File: config.mk
export PLATFORM = sky130hd
export DESIGN_NAME = tar_archive_entry_walker_unit
export DESIGN_NICKNAME = d
export VERILOG_FILES = /design/src/rtl/tawu_pkg.sv /design/src/rtl/tawu_in_reg.sv /design/src/rtl/tawu_parse.sv /design/src/rtl/tar_archive_entry_walker_unit.sv
export SDC_FILE = /design/constraint.sdc
export NUM_CORES = 1
export LEC_CHECK = 0
export BUFFER_PORTS_ARGS = -buffer_cell sky130_fd_sc_hd__buf_2
export CORE_UTILIZATION = 31
export DETAILED_ROUTE_END_ITERATION = 7
export GPL_TIMING_DRIVEN = 0
export PLACE_DENSITY_LB_ADDON = 0.12
export SETUP_SLACK_MARGIN = 0.1
export SLEW_MARGIN = 40
export SYNTH_ARGS = -nofsm -noshare
export SYNTH_HDL_FRONTEND = slang
export SYNTH_HIERARCHICAL = 1
export SYNTH_SLANG_ARGS = --single-unit
File: constraint.sdc
create_clock -name clk -period 4.6 [get_ports clk]
set_clock_uncertainty 0.1 [all_clocks]
set_input_delay 0.23 -clock clk [delete_from_list [all_inputs] [get_ports clk]]
set_output_delay 0.23 -clock clk [all_outputs]
set_load 0.005 [all_outputs]
File: src/rtl/tawu_pkg.sv
// Package for the tar archive entry walker.
// Holds beat structs, parse phase enum, class codes and block geometry.
// No dependencies.
package tawu_pkg;

  localparam int BLOCK_BYTES       = 512;
  localparam int OFF_W             = $clog2(BLOCK_BYTES);
  localparam int SIZE_DIGITS       = 11;
  localparam int SIZE_W            = 3 * SIZE_DIGITS;
  localparam int SIZE_FIELD_AT     = 124;
  localparam int ENTRY_IDX_W       = 16;
  localparam int ENTRY_COUNT_BITS_DEF = 16;

  localparam logic [7:0] DIGIT_ZERO  = 8'h30;
  localparam logic [7:0] DIGIT_SEVEN = 8'h37;

  localparam logic [OFF_W-1:0] OFF_LAST       = OFF_W'(BLOCK_BYTES - 1);
  localparam logic [OFF_W-1:0] OFF_SIZE_FIRST = OFF_W'(SIZE_FIELD_AT);
  localparam logic [OFF_W-1:0] OFF_SIZE_END   = OFF_W'(SIZE_FIELD_AT + SIZE_DIGITS);

  localparam logic [1:0] CLASS_HEADER  = 2'd0;
  localparam logic [1:0] CLASS_PAYLOAD = 2'd1;
  localparam logic [1:0] CLASS_PAD     = 2'd2;
  localparam logic [1:0] CLASS_END     = 2'd3;

  typedef enum logic [1:0] {
    PH_HEADER = 2'd0,
    PH_DATA   = 2'd1,
    PH_END    = 2'd2
  } phase_t;

  typedef struct packed {
    logic [7:0] archive_byte;
    logic       restart;
  } in_beat_t;

  typedef struct packed {
    logic [1:0]             byte_class;
    logic [ENTRY_IDX_W-1:0] entry_index;
    logic [OFF_W-1:0]       block_offset;
    logic [SIZE_W-1:0]      entry_size;
    logic                   size_valid;
    logic                   end_of_archive;
    logic                   digit_error;
  } out_beat_t;

endpackage

File: src/rtl/tawu_in_reg.sv
// Input holding register for the tar walker.
// Captures one input beat and releases it when the parse stage advances.
// Depends on tawu_pkg.
module tawu_in_reg (
  input  logic               clk,
  input  logic               rst_n,
  input  logic               in_valid,
  input  tawu_pkg::in_beat_t in_data,
  output logic               in_stall,
  input  logic               advance,
  output logic               hold_valid,
  output tawu_pkg::in_beat_t hold_data
);

  logic               valid_r, valid_nxt;
  tawu_pkg::in_beat_t data_r;
  logic               load;

  // Refill when empty or when the held beat moves on this cycle.
  assign load      = !valid_r || advance;
  assign valid_nxt = load ? in_valid : valid_r;
  assign in_stall  = valid_r && !advance;

  always_ff @(posedge clk) begin
    if (!rst_n) begin
      valid_r <= 1'b0;
    end else begin
      valid_r <= valid_nxt;
    end
  end

  always_ff @(posedge clk) begin
    if (load && in_valid) begin
      data_r <= in_data;
    end
  end

  assign hold_valid = valid_r;
  assign hold_data  = data_r;

endmodule

File: src/rtl/tawu_parse.sv
// Parse state and per-byte classification for the tar walker.
// Holds phase, block offset, size accumulator, payload count and entry count.
// Depends on tawu_pkg.
module tawu_parse #(
  parameter int ENTRY_COUNT_BITS = tawu_pkg::ENTRY_COUNT_BITS_DEF
) (
  input  logic                clk,
  input  logic                rst_n,
  input  logic                step,
  input  tawu_pkg::in_beat_t  beat,
  output tawu_pkg::out_beat_t result
);

  localparam int OW = tawu_pkg::OFF_W;
  localparam int SW = tawu_pkg::SIZE_W;
  localparam int CW = ENTRY_COUNT_BITS;

  tawu_pkg::phase_t phase_r, phase_nxt, phase_cur;
  logic [OW-1:0]    off_r, off_nxt, off_cur;
  logic [SW-1:0]    acc_r, acc_nxt, acc_cur, acc_base, acc_dig;
  logic [SW-1:0]    left_r, left_nxt, left_cur, left_dec;
  logic [CW-1:0]    cnt_r, cnt_nxt, cnt_cur;
  logic             err_r, err_nxt, err_cur, err_base;

  logic       last, first, end_mark, in_field, is_octal, left_zero_after;
  logic [7:0] b;
  logic [1:0] cls;
  logic       size_ok;

  // Restart takes the byte as offset zero of a fresh header.
  assign phase_cur = beat.restart ? tawu_pkg::PH_HEADER : phase_r;
  assign off_cur   = beat.restart ? '0 : off_r;
  assign acc_cur   = beat.restart ? '0 : acc_r;
  assign left_cur  = beat.restart ? '0 : left_r;
  assign cnt_cur   = beat.restart ? '0 : cnt_r;
  assign err_cur   = beat.restart ? 1'b0 : err_r;

  assign b        = beat.archive_byte;
  assign first    = (off_cur == '0);
  assign last     = (off_cur == tawu_pkg::OFF_LAST);
  assign end_mark = first && (b == 8'h00);
  assign in_field = (off_cur >= tawu_pkg::OFF_SIZE_FIRST) &&
                    (off_cur <  tawu_pkg::OFF_SIZE_END);
  assign is_octal = (b >= tawu_pkg::DIGIT_ZERO) && (b <= tawu_pkg::DIGIT_SEVEN);

  // Clear the accumulator and error flag at a header's first byte.
  assign acc_base = first ? '0 : acc_cur;
  assign err_base = first ? 1'b0 : err_cur;
  // Shift in one octal digit; a bad digit counts as zero.
  assign acc_dig  = {acc_base[SW-4:0], (is_octal ? b[2:0] : 3'b000)};

  assign left_dec        = left_cur - SW'(1);
  assign left_zero_after = (left_cur == '0) || (left_dec == '0);

  // Next phase.
  always_comb begin
    phase_nxt = phase_cur;
    case (phase_cur)
      tawu_pkg::PH_HEADER: begin
        if (end_mark) begin
          phase_nxt = tawu_pkg::PH_END;
        end else if (last && (acc_nxt != '0)) begin
          phase_nxt = tawu_pkg::PH_DATA;
        end
      end
      tawu_pkg::PH_DATA: begin
        if (last && left_zero_after) begin
          phase_nxt = tawu_pkg::PH_HEADER;
        end
      end
      default: phase_nxt = tawu_pkg::PH_END;
    endcase
  end

  // Datapath and per-byte outputs.
  always_comb begin
    acc_nxt  = acc_cur;
    left_nxt = left_cur;
    cnt_nxt  = cnt_cur;
    err_nxt  = err_cur;
    cls      = tawu_pkg::CLASS_END;
    size_ok  = 1'b0;
    case (phase_cur)
      tawu_pkg::PH_HEADER: begin
        cls     = end_mark ? tawu_pkg::CLASS_END : tawu_pkg::CLASS_HEADER;
        acc_nxt = acc_base;
        err_nxt = err_base;
        if (!end_mark) begin
          if (in_field) begin
            acc_nxt = acc_dig;
            err_nxt = err_base || !is_octal;
          end
          if (last) begin
            size_ok  = 1'b1;
            left_nxt = acc_nxt;
            if (acc_nxt == '0) begin
              cnt_nxt = cnt_cur + CW'(1);
            end
          end
        end
      end
      tawu_pkg::PH_DATA: begin
        if (left_cur != '0) begin
          cls      = tawu_pkg::CLASS_PAYLOAD;
          left_nxt = left_dec;
        end else begin
          cls = tawu_pkg::CLASS_PAD;
        end
        if (last && left_zero_after) begin
          cnt_nxt = cnt_cur + CW'(1);
        end
      end
      default: cls = tawu_pkg::CLASS_END;
    endcase
  end

  assign off_nxt = last ? '0 : off_cur + OW'(1);

  always_ff @(posedge clk) begin
    if (!rst_n) begin
      phase_r <= tawu_pkg::PH_HEADER;
      off_r   <= '0;
      acc_r   <= '0;
      left_r  <= '0;
      cnt_r   <= '0;
      err_r   <= 1'b0;
    end else if (step) begin
      phase_r <= phase_nxt;
      off_r   <= off_nxt;
      acc_r   <= acc_nxt;
      left_r  <= left_nxt;
      cnt_r   <= cnt_nxt;
      err_r   <= err_nxt;
    end
  end

  always_comb begin
    result.byte_class     = cls;
    result.entry_index    = tawu_pkg::ENTRY_IDX_W'(cnt_cur);
    result.block_offset   = off_cur;
    result.entry_size     = size_ok ? acc_nxt : '0;
    result.size_valid     = size_ok;
    result.end_of_archive = (phase_nxt == tawu_pkg::PH_END);
    result.digit_error    = err_nxt;
  end

endmodule

File: src/rtl/tar_archive_entry_walker_unit.sv
// Tar archive entry walker: one archive byte in, one classified byte out.
// Path: each accepted beat passes the input register, then the result register;
// the parse update sits between them.
// Throughput: one byte per cycle through the single parse stage while out_stall is low.
// Reset: synchronous active-low rst_n empties both registers and returns the
// parser to header phase at offset zero with all counters cleared.
module tar_archive_entry_walker_unit #(
  parameter int ENTRY_COUNT_BITS = tawu_pkg::ENTRY_COUNT_BITS_DEF
) (
  input  logic                clk,
  input  logic                rst_n,
  input  logic                in_valid,
  input  tawu_pkg::in_beat_t  in_data,
  output logic                in_stall,
  output logic                out_valid,
  output tawu_pkg::out_beat_t out_data,
  input  logic                out_stall
);

  logic                advance;
  logic                hold_valid;
  tawu_pkg::in_beat_t  hold_data;
  tawu_pkg::out_beat_t parse_result;
  logic                out_valid_r, out_valid_nxt;
  tawu_pkg::out_beat_t out_data_r;

  // The result register frees up when empty or when its beat is taken.
  // The held input beat is parsed in the same cycle it moves forward, so the
  // parse state updates exactly once per delivered beat.
  assign advance = !out_valid_r || !out_stall;

  tawu_in_reg u_in_reg (
    .clk        (clk),
    .rst_n      (rst_n),
    .in_valid   (in_valid),
    .in_data    (in_data),
    .in_stall   (in_stall),
    .advance    (advance),
    .hold_valid (hold_valid),
    .hold_data  (hold_data)
  );

  // Header, data and end phases; octal size shift-in; payload countdown.
  tawu_parse #(
    .ENTRY_COUNT_BITS (ENTRY_COUNT_BITS)
  ) u_parse (
    .clk    (clk),
    .rst_n  (rst_n),
    .step   (hold_valid && advance),
    .beat   (hold_data),
    .result (parse_result)
  );

  // Hold the result until taken; load the next one as soon as it leaves.
  assign out_valid_nxt = advance ? hold_valid : out_valid_r;

  always_ff @(posedge clk) begin
    if (!rst_n) begin
      out_valid_r <= 1'b0;
    end else begin
      out_valid_r <= out_valid_nxt;
    end
  end

  always_ff @(posedge clk) begin
    if (advance && hold_valid) begin
      out_data_r <= parse_result;
    end
  end

  assign out_valid = out_valid_r;
  assign out_data  = out_data_r;

  // A size report only appears on the last byte of a header block.
  a_size_on_last: assert property (@(posedge clk) disable iff (!rst_n)
    (out_valid && out_data.size_valid) |->
      (out_data.block_offset == tawu_pkg::OFF_LAST &&
       out_data.byte_class == tawu_pkg::CLASS_HEADER))
    else $error("size_valid off the last header byte");

  // Entry size is zero whenever it is not reported.
  a_size_zero: assert property (@(posedge clk) disable iff (!rst_n)
    (out_valid && !out_data.size_valid) |-> (out_data.entry_size == '0))
    else $error("entry_size nonzero without size_valid");

  // End-class bytes always carry the end flag.
  a_end_flag: assert property (@(posedge clk) disable iff (!rst_n)
    (out_valid && out_data.byte_class == tawu_pkg::CLASS_END) |->
      out_data.end_of_archive)
    else $error("end class without end_of_archive");

  // Input stalls only while a beat is held and the result side is blocked.
  a_stall_cause: assert property (@(posedge clk) disable iff (!rst_n)
    in_stall |-> (hold_valid && out_valid_r && out_stall))
    else $error("input stalled without a blocked result");

endmodule
==> impl_metrics.yaml, run 1 <==
clocking:
  clock_tree_from_tritoncts: "done"
  number_of_buffers_inserted_during_clock_tree_synthesis: 17
  cts_max_path_buffers: 2
  clk_pin_slew_worst_paths_ns: 0.08
  h-tree-depth: 4
  cts_num_sinks: 168
  source_to_sink_clock_delay_at_the_later_pin_of_the_worst_skew_pair_ns: 0.44
  clock_tree.root_cell: "sky130_fd_sc_hd__clkbuf_16"
final_layout:
  multi_input_area_sq_um: 4660
  fin_nets: 1170
  num-fill-cells: 2984
  finalCoreUtilization_pct: 37.9
  final_layout_size_suffix_gt1_share_pct: 14.8
  diodes: 0
  syn2layout_area_growth_pct: 19.9
  postLayoutCellArea_sq_um: 10900
  layout.area.seq_sq_um: 4080
  final_cells: 1549
place:
  dp_hpwl_mm: 24.5
  place_worst_setup_slack_ns: -2.13
  placement.cell_area_sq_um: 9970
  gp_routability_congestion: 0.925
  dp_cells: 1502
  buffer_ports.inserted: 77
global_routing:
  grt_pass1_wl_mm: 51.5
  track_usage_pct: 22.6
  gr-total-overflow: 0
  grt_pass1_vias: 8078
  grt_max_degree: 35
  grt_antenna_before_repair: 0
timing:
  finalCritPeriodShare_pct: 95.2
  setup_total_negative_slack_ns: 0
  finalSetupViolCount: 0
  fmax_mhz: 228
  timing_hold_violations_final: 0
  finalMaxSlewViolations: 0
  layout_setup_ws_ns: 0.219
  worst_slew_margin_rel_pct: 46.8
  worst-slew-pin-transition_ns: 0.798
  finalWorstPathRequiredPeriod_ns: 4.38
  rsz_0062_raised_after_global_routing: "true"
logic_synthesis:
  mappedNetlistArea_sq_um: 9060
  yosys.area.top_type_share_pct: 23.9
  synthArstFlopShare_pct: 0
  synth_common_cells: "122 x sky130_fd_sc_hd__nand2_1, 96 x sky130_fd_sc_hd__dfxtp_1, 78 x sky130_fd_sc_hd__a21oi_1"
  synth_area_per_cell_sq_um: 8.71
  synth_top_cell_by_area: "sky130_fd_sc_hd__edfxtp_1"
  netlist_top_cells_area: "sky130_fd_sc_hd__edfxtp_1 24%, sky130_fd_sc_hd__dfxtp_1 21%, sky130_fd_sc_hd__nand2_1 5.1%"
  synth.yosys.seq_area_share_pct: 45.1
  synth_nets: 1058
  ys_ff_latch: 168
  distinct_cells_synth: 72
  netlist_instances: 1040
  synth-edff-count: 72
  synth_warnings: 6
  synth_flop_cell: "sky130_fd_sc_hd__dfxtp_1"
  count_leader_synth: "sky130_fd_sc_hd__nand2_1"
routing:
  drt-initial-drc-count: 787
  detail_route.wl_per_cell_microns: 21.8
  ant_nets: 0
  via_count: 8607
  drtPass1Iterations: 5
  routed_wl_mm: 33.7
  route.detailed.drc: 0
  routed_via_density: 5.56
setup_path:
  regToRegSetupSlack_ns: 0.22
  reg2reg_depth: 18
  critical_path.n_buffers_inverters: 7
  largest_fanout_of_any_net_on_the_critical_path: 10
  crit_path_start: "u_in_reg/hold_data[0]"
  worst_setup_sp_type: "flop"
  crit_path_top_delay_cell: "sky130_fd_sc_hd__nor4b_4"
  r2r_end: "u_parse/cnt_r[14]"
  r2r_start: "u_in_reg/hold_data[0]"
  cp_common_cell: "sky130_fd_sc_hd__buf_6"
  worst_path_largest_cell_delay_ns: 0.48
  setup.worst_path.end_class: "flop"
  crit_type: "flop to flop"
  path_delay_family: "buffers and inverters"
  cp_cell_sequence: "clkbuf_4 > inv_4 > buf_6 > clkbuf_8 > buf_6 > nand2_1 > ha_1 > buf_2 > buf_4 > nor2_1 > a31oi_1 > a2111oi_2 > o311a_1 > nand4_1 > nor4b_4 > o211ai_1 > a221oi_2 > o21ai_0"
  crit_required_ns: 4.82
  critical_path_arrival_ns: 4.60
run:
  drv_cap: 0
pwr:
  power_dens_cells_nw_per_um2: 319
  vdd_drop_max_mv: 0.181
  leakage_nw: 3.87
run_status:
  outcome: "finished clean"
floorplan:
  floorplan.io_pins: 78
  initial_standard_cell_utilization_of_the_core_pct: 31.6
  design.die.area_sq_um: 29900
  fp.dieH_microns: 173
  overall_die_width_microns: 173
  floorplan.rows: 62
  placeableCoreArea_sq_um: 28700
min_path:
  worst_hold_path.num_cells: 4
  worst_hold_startpoint: "rst_n"
  min_path_type: "primary input to flop"
  worstHoldEndpoint: "u_parse/cnt_r[13]"
[layer usage]
metal  vias to the layer above  track usage (%)  part of all wire (%)
met3                        47             3.19                   5.6
met2                       326             35.6                    46
li1                       4058                -                     -
met1                      4176             31.6                    46
met5                         -                0                     0
met4                         0             7.89                   2.4
[final cells by class]
cell class | instances | area share [%]
well taps | 384 | 4.42
flip-flops and latches | 168 | 37.6
clock inverters | 15 | 1.64
clock buffers | 17 | 3.92
repair buffers | 94 | 5.14
multi-input cells | 770 | 42.9
plain buffers | 78 | 3.57
inverters | 23 | 0.818
[where the power goes]
| part | internal, mW | switching [mW] |
|---|---|---|
| clock network | 0.737 | 0.750 |
| registers | 1.59 | 0.0215 |
| logic | 0.132 | 0.237 |
[logic make-up after synthesis]
logic type               after synthesis  share of synthesized area, %
AO/OA/AOI/OAI                        281                          19.8
AND/OR/NAND/NOR                      448                          25.9
buffers and inverters                102                          4.65
XOR/XNOR                              11                          1.06
adder cells (fa/ha/maj)                5                         0.691
flip-flops                           168                          45.1
multiplexers                          25                          2.78
[worst max-delay path by stage]
stage / to / slack, ns / cells past startpoint
floorplan: u_parse/cnt_r[7] / 0.45 / 18
global placement: u_parse/cnt_r[7] / -2.24 / 18
global route: u_parse/cnt_r[14] / 0.05 / 18
finish: u_parse/cnt_r[14] / 0.22 / 18
detailed placement: u_parse/cnt_r[7] / -2.13 / 18
CTS: u_parse/left_r[16] / 0.08 / 15
[layout by cell type, fill, tap and decap left out, types with 8 or more instances in the layout]
cell and count:
sky130_fd_sc_hd__a21oi_1 74, sky130_fd_sc_hd__dlygate4sd3_1 13, sky130_fd_sc_hd__o21ai_0 66, sky130_fd_sc_hd__clkbuf_16 17
sky130_fd_sc_hd__nor2b_1 68, sky130_fd_sc_hd__or3_1 10, sky130_fd_sc_hd__nor2_1 77, sky130_fd_sc_hd__nand4_1 13
sky130_fd_sc_hd__nor3_1 38, sky130_fd_sc_hd__and2_1 10, sky130_fd_sc_hd__nand2b_1 8, sky130_fd_sc_hd__a21boi_0 10
sky130_fd_sc_hd__or4_1 8, sky130_fd_sc_hd__edfxtp_1 72, sky130_fd_sc_hd__a22oi_1 38, sky130_fd_sc_hd__mux2i_1 24
sky130_fd_sc_hd__clkbuf_1 50, sky130_fd_sc_hd__buf_2 81, sky130_fd_sc_hd__nand2_1 120, sky130_fd_sc_hd__o211ai_1 8
sky130_fd_sc_hd__dfxtp_1 96, sky130_fd_sc_hd__and3_1 10, sky130_fd_sc_hd__nand3_1 16, sky130_fd_sc_hd__nor4_1 29
sky130_fd_sc_hd__inv_1 22
[worst min-delay path, cell delays in order]
cell and delay [ns]:
sky130_fd_sc_hd__buf_2 0.13, sky130_fd_sc_hd__inv_1 0.13, sky130_fd_sc_hd__or4_1 0.14, sky130_fd_sc_hd__nand2_1 0.04
[sequential cells by signal, summed over array words and instances (netlist names)]
register	flops
out_data	63
u_in_reg/hold_data	9
out_valid	1
u_in_reg/hold_valid	1
u_parse/phase_r	2
u_parse/cnt_r	16
u_parse/left_r	33
u_parse/acc_r	33
u_parse/off_r	9
u_parse/err_r	1
[through the flow]
step / total power [mW] / hold slack, ns
3_3_place_gp: 1.99 / 0.308
3_5_place_dp: 1.99 / 0.309
6_report: 3.47 / 0.169
5_1_grt: 3.59 / 0.158
2_1_floorplan: 1.86 / 0.229
4_1_cts: 3.50 / 0.141
[repair_timing]
item                                    CTS  global route
endpoints found under the hold margin    11             0
hold buffers                             13             0
pin swaps                                 2             2
setup buffers                             2             1
gates resized for setup                  42            14
endpoints found under the setup margin  126            45
Power figures use the tool's default switching activity.
==> run 2, diff against run 1 <==
- ABC_AREA: not set -> 1
- HOLD_SLACK_MARGIN: not set -> 0.1
- SETUP_SLACK_MARGIN: 0.1 -> not set
==> run 2 against run 1 <==
Net effect:
- routed wire length up 32%
- combinational power grew 120%
- utilization is 1.2 points lower
- largest cell class unchanged
- largest power group unchanged
- highest routed layer unchanged
==> impl_metrics.yaml, run 2 <==
logic_synthesis:
  synth.yosys.seq_area_share_pct: 37.3
  synth_nets: 1701
  yosys.area.top_type_share_pct: 19.8
  mappedNetlistArea_sq_um: 10900
  synth_warnings: 6
  synthArstFlopShare_pct: 0
  synth_flop_cell: "sky130_fd_sc_hd__dfxtp_1"
  netlist_top_cells_area: "sky130_fd_sc_hd__edfxtp_1 20%, sky130_fd_sc_hd__dfxtp_1 18%, sky130_fd_sc_hd__nand2_1 15%"
  synth_common_cells: "432 x sky130_fd_sc_hd__nand2_1, 287 x sky130_fd_sc_hd__nor2_1, 212 x sky130_fd_sc_hd__inv_1"
  ys_ff_latch: 168
  synth_area_per_cell_sq_um: 6.50
  netlist_instances: 1683
  synth-edff-count: 72
  synth_top_cell_by_area: "sky130_fd_sc_hd__edfxtp_1"
  count_leader_synth: "sky130_fd_sc_hd__nand2_1"
  distinct_cells_synth: 47
setup_path:
  critical_path_arrival_ns: 4.73
  crit_required_ns: 4.90
  largest_fanout_of_any_net_on_the_critical_path: 28
  worst_setup_sp_type: "flop"
  setup.worst_path.end_class: "flop"
  crit_type: "flop to flop"
global_routing:
  track_usage_pct: 25.2
  gr-total-overflow: 0
  grt_antenna_before_repair: 0
  grt_pass1_wl_mm: 67.1
  grt_pass1_vias: 10900
  grt_max_degree: 29
pwr:
  leakage_nw: 6.10
  power_dens_cells_nw_per_um2: 314
  total_power_mw: 3.99
  vdd_drop_max_mv: 0.268
run_status:
  outcome: "finished clean"
timing:
  worst_hold_slack_ns: 0.228
  worst-slew-pin-transition_ns: 0.897
  finalWorstPathRequiredPeriod_ns: 4.44
  worst_slew_margin_rel_pct: 40.2
  finalCritPeriodShare_pct: 96.5
  fmax_mhz: 225
  timing_hold_violations_final: 0
  setup_total_negative_slack_ns: 0
  finalMaxSlewViolations: 0
  layout_setup_ws_ns: 0.162
  rsz_0062_raised_after_global_routing: "false"
  finalSetupViolCount: 0
place:
  place_worst_setup_slack_ns: -0.750
  buffer_ports.inserted: 77
  dp_hpwl_mm: 34.7
  gp_routability_congestion: 0.932
clocking:
  clk_pin_slew_worst_paths_ns: 0.07
  post_cts.repair.setup_buffers: 0
  number_of_buffers_inserted_during_clock_tree_synthesis: 17
  source_to_sink_clock_delay_at_the_later_pin_of_the_worst_skew_pair_ns: 0.45
  cts_max_path_buffers: 2
  clock_tree.root_cell: "sky130_fd_sc_hd__clkbuf_16"
  clock_tree_from_tritoncts: "done"
  h-tree-depth: 4
  cts_num_sinks: 168
floorplan:
  fp.dieH_microns: 190
  initial_standard_cell_utilization_of_the_core_pct: 31.6
  placeableCoreArea_sq_um: 34600
  floorplan.io_pins: 78
  overall_die_width_microns: 190
  design.die.area_sq_um: 36000
  floorplan.rows: 68
routing:
  routed_via_density: 5.17
  drtPass1Iterations: 6
  routed_wl_mm: 44.6
  ant_nets: 0
  detail_route.wl_per_cell_microns: 19.7
  drt-initial-drc-count: 1178
  route.detailed.drc: 0
  via_count: 11700
final_layout:
  mostFrequentLayoutCell: "sky130_fd_sc_hd__nand2_1"
  top_library_cells_by_usage_in_the_layout_fill_and_taps_aside: "432 x sky130_fd_sc_hd__nand2_1, 287 x sky130_fd_sc_hd__nor2_1, 212 x sky130_fd_sc_hd__inv_1"
  syn2layout_area_growth_pct: 16.1
  finalCoreUtilization_pct: 36.7
  num-fill-cells: 3780
  largest_register_ff_count: 63
  fin_nets: 1810
  final_layout_size_suffix_gt1_share_pct: 10.5
  diodes: 0
min_path:
  min_path_type: "primary input to flop"
run:
  drv_cap: 0
[run 2: cell count changes in the layout (fill, tap and decap cells not counted), moves of 32 or more]
cell | previous run | this run
sky130_fd_sc_hd__nand2_1 | 120 | 432
sky130_fd_sc_hd__nor2_1 | 77 | 287
sky130_fd_sc_hd__inv_1 | 22 | 212
sky130_fd_sc_hd__nand3_1 | 16 | 129
sky130_fd_sc_hd__o21ai_0 | 66 | 143
sky130_fd_sc_hd__nor2b_1 | 68 | 0
sky130_fd_sc_hd__a22oi_1 | 38 | 0
sky130_fd_sc_hd__a21oi_1 | 74 | 42
[run 2: metal layers]
layer	global-route usage [%]	up-vias	part of all wire [%]	wire length, microns
met1	34.9	5532	46	20300
met3	4.22	67	6.8	3030
met5	0	-	0	0
met2	39.1	420	45	20000
met4	9.00	0	2.7	1220
li1	-	5663	-	-
[run 2: logic make-up (layout without fill, tap and decap cells)]
group,count (synthesis),in the layout,synth area share (%)
AO/OA/AOI/OAI,262,262,13.6
adder cells (fa/ha/maj),5,5,0.572
flip-flops,168,168,37.3
buffers and inverters,302,424,11.4
XOR/XNOR,15,15,1.20
AND/OR/NAND/NOR,930,930,35.8
multiplexers,1,1,0.0915
[run 2: path summary, 6_finish.rpt]
check / to / startpoint / depth (start not counted) / slack [ns]
setup / recovery: u_parse/left_r[11] / u_in_reg/hold_data[0] / 20 / 0.16
hold / removal: u_in_reg/hold_data[8] / in_valid / 3 / 0.23
setup reg to reg: u_parse/left_r[11] / u_in_reg/hold_data[0] / 20 / 0.16
hold reg to reg: u_parse/acc_r[12] / u_parse/acc_r[12] / 2 / 0.38
[run 2: what timing repair did]
action	CTS	global route
endpoints found under the hold margin	11	0
setup endpoints to repair	59	0
resized for setup	3	0
hold buffers	12	0
[run 2: power by group]
group | leakage (nW) | total (mW) | internal [mW] | switching [mW]
Combinational | 4.28 | 0.815 | 0.236 | 0.579
Sequential | 1.52 | 1.67 | 1.63 | 0.0428
Clock | 0.295 | 1.50 | 0.848 | 0.650
[run 2: metrics by stage]
step | cell area (sq um) | cells
floorplan | 10900 | 1683
global placement | 11900 | 2215
detailed placement | 12000 | 2219
CTS | 12700 | 2260
global route | 12700 | 2260
finish | 12700 | 2260
[run 2: area by class of cell]
cell class | instances | area [sq um] | area share (%)
Buffer | 77 | 407 | 3.20
Clock buffer | 25 | 518 | 4.08
Clock inverter | 7 | 78.8 | 0.621
Inverter | 222 | 837 | 6.59
Multi-Input combinational cell | 1213 | 5610 | 44.2
Sequential cell | 168 | 4080 | 32.2
Tap cell | 455 | 569 | 4.48
Timing Repair Buffer | 93 | 591 | 4.65
[run 2: worst max-delay path, stage by stage, from the launching register on]
cell and delay, ns:
sky130_fd_sc_hd__edfxtp_1 0.34, sky130_fd_sc_hd__buf_6 0.18, sky130_fd_sc_hd__inv_4 0.05, sky130_fd_sc_hd__buf_6 0.21
sky130_fd_sc_hd__clkbuf_2 0.28, sky130_fd_sc_hd__nand2_1 0.20, sky130_fd_sc_hd__ha_1 0.19, sky130_fd_sc_hd__inv_1 0.04
sky130_fd_sc_hd__nor2_1 0.10, sky130_fd_sc_hd__nand2_1 0.09, sky130_fd_sc_hd__nor2_4 0.26, sky130_fd_sc_hd__buf_6 0.21
sky130_fd_sc_hd__nand2_2 0.18, sky130_fd_sc_hd__nand2_1 0.20, sky130_fd_sc_hd__inv_1 0.09, sky130_fd_sc_hd__nor2_2 0.56
sky130_fd_sc_hd__inv_2 0.22, sky130_fd_sc_hd__clkbuf_2 0.33, sky130_fd_sc_hd__o221ai_1 0.28, sky130_fd_sc_hd__o221ai_1 0.14
sky130_fd_sc_hd__inv_1 0.09
==> run 3, diff against run 2 <==
- SYNTH_HIERARCHICAL: 1 -> not set
==> run 3 against run 2 <==
Net effect:
- the run now ends with design-rule violations left
- combinational power is essentially flat
- critical path depth is the same
- sequential share of layout area grew 1.3 points
- critical endpoint is now u_parse.left_r[12]
==> impl_metrics.yaml, run 3 <==
final_layout:
  final_layout_size_suffix_gt1_share_pct: 12.8
  largest_register_ff_count: 63
  postLayoutCellArea_sq_um: 12200
  syn2layout_area_growth_pct: 16.2
  top_library_cells_by_usage_in_the_layout_fill_and_taps_aside: "373 x sky130_fd_sc_hd__nand2_1, 262 x sky130_fd_sc_hd__nor2_1, 187 x sky130_fd_sc_hd__inv_1"
  num-fill-cells: 3691
  mostFrequentLayoutCell: "sky130_fd_sc_hd__nand2_1"
  fin_nets: 1681
  diodes: 0
timing:
  finalWorstPathRequiredPeriod_ns: 4.47
  worst_slew_margin_rel_pct: 43.4
  layout_setup_ws_ns: 0.130
  fmax_mhz: 224
  finalCritPeriodShare_pct: 97.2
  finalMaxSlewViolations: 0
  finalSetupViolCount: 0
  worst-slew-pin-transition_ns: 0.849
  timing_hold_violations_final: 0
min_path:
  min_path_type: "primary input to flop"
  worst_hold_path.num_cells: 2
routing:
  route.detailed.drc: 2
  detail_route.wl_per_cell_microns: 20.6
  routed_via_density: 5.12
  drt-initial-drc-count: 1164
  ant_nets: 0
  routed_wl_mm: 43.7
  via_count: 10900
  drtPass1Iterations: 8
setup_path:
  critPathCapture: "u_parse.left_r[12]"
  crit_path_start: "u_in_reg.hold_data[0]"
  reg2reg_depth: 20
  r2r_end: "u_parse.left_r[12]"
  crit_required_ns: 4.89
  r2r_start: "u_in_reg.hold_data[0]"
  regToRegSetupSlack_ns: 0.13
  largest_fanout_of_any_net_on_the_critical_path: 10
  crit_type: "flop to flop"
  critical_path_arrival_ns: 4.76
  setup.worst_path.end_class: "flop"
  worst_setup_sp_type: "flop"
run:
  drv_cap: 0
logic_synthesis:
  distinct_cells_synth: 50
  synth_nets: 1571
  mappedNetlistArea_sq_um: 10500
  ys_ff_latch: 168
  count_leader_synth: "sky130_fd_sc_hd__nand2_1"
  synth_common_cells: "374 x sky130_fd_sc_hd__nand2_1, 264 x sky130_fd_sc_hd__nor2_1, 187 x sky130_fd_sc_hd__inv_1"
  synth.yosys.seq_area_share_pct: 38.9
  synth_top_cell_by_area: "sky130_fd_sc_hd__edfxtp_1"
  synth_area_per_cell_sq_um: 6.76
  synth-edff-count: 72
  netlist_instances: 1553
  yosys.area.top_type_share_pct: 20.6
  synth_flop_cell: "sky130_fd_sc_hd__dfxtp_1"
  netlist_top_cells_area: "sky130_fd_sc_hd__edfxtp_1 21%, sky130_fd_sc_hd__dfxtp_1 18%, sky130_fd_sc_hd__nand2_1 13%"
  synth_warnings: 0
  synthArstFlopShare_pct: 0
clocking:
  cts_num_sinks: 168
  cts_max_path_buffers: 2
  number_of_buffers_inserted_during_clock_tree_synthesis: 17
  clock_tree_from_tritoncts: "done"
  source_to_sink_clock_delay_at_the_later_pin_of_the_worst_skew_pair_ns: 0.47
  post_cts.repair.setup_buffers: 0
  h-tree-depth: 4
  clock_tree.root_cell: "sky130_fd_sc_hd__clkbuf_16"
  clk_pin_slew_worst_paths_ns: 0.07
floorplan:
  design.die.area_sq_um: 34600
  fp.dieH_microns: 186
  overall_die_width_microns: 186
  floorplan.rows: 67
  floorplan.io_pins: 78
  placeableCoreArea_sq_um: 33400
  initial_standard_cell_utilization_of_the_core_pct: 31.4
global_routing:
  grt_antenna_before_repair: 0
  grt_pass1_wl_mm: 64.5
  grt_max_degree: 57
  gr-total-overflow: 0
  grt_pass1_vias: 10200
  track_usage_pct: 26.0
pwr:
  power_dens_cells_nw_per_um2: 321
  leakage_nw: 5.81
  vdd_drop_max_mv: 0.286
run_status:
  outcome: "finished, violations left"
  violations: "design-rule violations"
place:
  placement.cell_area_sq_um: 11500
  dp_hpwl_mm: 33.2
  gp_routability_congestion: 0.947
  buffer_ports.inserted: 77
  place_worst_setup_slack_ns: -0.749
[run 3: layout make-up]
class / instances / area [sq um] / share of cell area [%]
buffer: 66 / 345 / 2.83
clock buffer: 19 / 433 / 3.55
clock inverter: 13 / 115 / 0.944
inverter: 200 / 754 / 6.19
multi-input combinational: 1118 / 5340 / 43.8
sequential: 168 / 4080 / 33.5
tap: 448 / 561 / 4.60
timing repair buffer: 92 / 554 / 4.55
[run 3: worst min-delay path by stage]
stage / to / slack (ns) / start
4_1_cts: u_in_reg.hold_data[6] / 0.35 / in_data[6]
6_report: u_in_reg.hold_data[6] / 0.37 / in_data[6]
3_3_place_gp: u_in_reg.hold_data[3] / 0.31 / in_data[3]
5_1_grt: u_in_reg.hold_data[4] / 0.37 / in_data[4]
3_5_place_dp: u_in_reg.hold_data[4] / 0.31 / in_data[4]
2_1_floorplan: u_in_reg.hold_data[0] / 0.23 / in_data[0]
[run 3: critical path, cell delays in order (launching register included)]
cell and delay (ns):
sky130_fd_sc_hd__edfxtp_1 0.41, sky130_fd_sc_hd__inv_2 0.14, sky130_fd_sc_hd__buf_6 0.21, sky130_fd_sc_hd__buf_8 0.20
sky130_fd_sc_hd__buf_6 0.22, sky130_fd_sc_hd__buf_2 0.39, sky130_fd_sc_hd__nand2_1 0.18, sky130_fd_sc_hd__ha_1 0.23
sky130_fd_sc_hd__nand2_2 0.09, sky130_fd_sc_hd__nor2_4 0.05, sky130_fd_sc_hd__inv_2 0.06, sky130_fd_sc_hd__nor2_4 0.06
sky130_fd_sc_hd__buf_6 0.15, sky130_fd_sc_hd__nand2_1 0.19, sky130_fd_sc_hd__nand2_1 0.32, sky130_fd_sc_hd__nor2_2 0.32
sky130_fd_sc_hd__inv_1 0.16, sky130_fd_sc_hd__buf_2 0.21, sky130_fd_sc_hd__nor2_1 0.41, sky130_fd_sc_hd__a211oi_1 0.10
sky130_fd_sc_hd__a21oi_1 0.16
[run 3: stage by stage]
| stage | TNS, ns | std cells | hold slack [ns] | util [%] | power, mW |
|---|---|---|---|---|---|
| finish | 0 | 2124 | 0.370 | 36.4 | 3.92 |
| detailed placement | -30.86 | 2080 | 0.308 | 34.4 | 2.50 |
| floorplan | 0 | 1553 | 0.229 | - | 2.22 |
| global route | -0.00165 | 2124 | 0.374 | 36.4 | 4.09 |
| global placement | -33.23 | 2078 | 0.308 | 34.2 | 2.50 |
| CTS | 0 | 2124 | 0.354 | 36.4 | 3.93 |
[run 3: logic make-up after synthesis]
kind of cell / after synthesis / synth area share (%)
XOR/XNOR: 12 / 1.00
flip-flops: 168 / 38.9
buffers and inverters: 267 / 10.4
AO/OA/AOI/OAI: 288 / 15.6
adder cells (fa/ha/maj): 5 / 0.596
AND/OR/NAND/NOR: 813 / 33.5
[run 3: what timing repair did]
action / in CTS / in global routing
hold buffers: 13 / 0
cloned: 0 / 0
setup endpoints to repair: 64 / 25
gates resized for setup: 2 / 7
pin swaps: 0 / 0
endpoints found under the hold margin: 14 / 0
[run 3: power by group]
part | internal (mW) | leakage, nW | switching [mW]
clock | 0.709 | 0.263 | 0.713
sequential | 1.63 | 1.52 | 0.0467
combinational | 0.234 | 4.03 | 0.583
total | 2.57 | 5.81 | 1.34
[run 3: layer usage]
| layer | vias to the layer above | global-route usage, % | routed length (microns) |
|---|---|---|---|
| li1 | 5261 | - | - |
| met1 | 5163 | 35.8 | 20200 |
| met2 | 386 | 40.9 | 19700 |
| met3 | 72 | 3.50 | 2450 |
| met4 | 0 | 10.3 | 1300 |
| met5 | - | 0 | 0 |
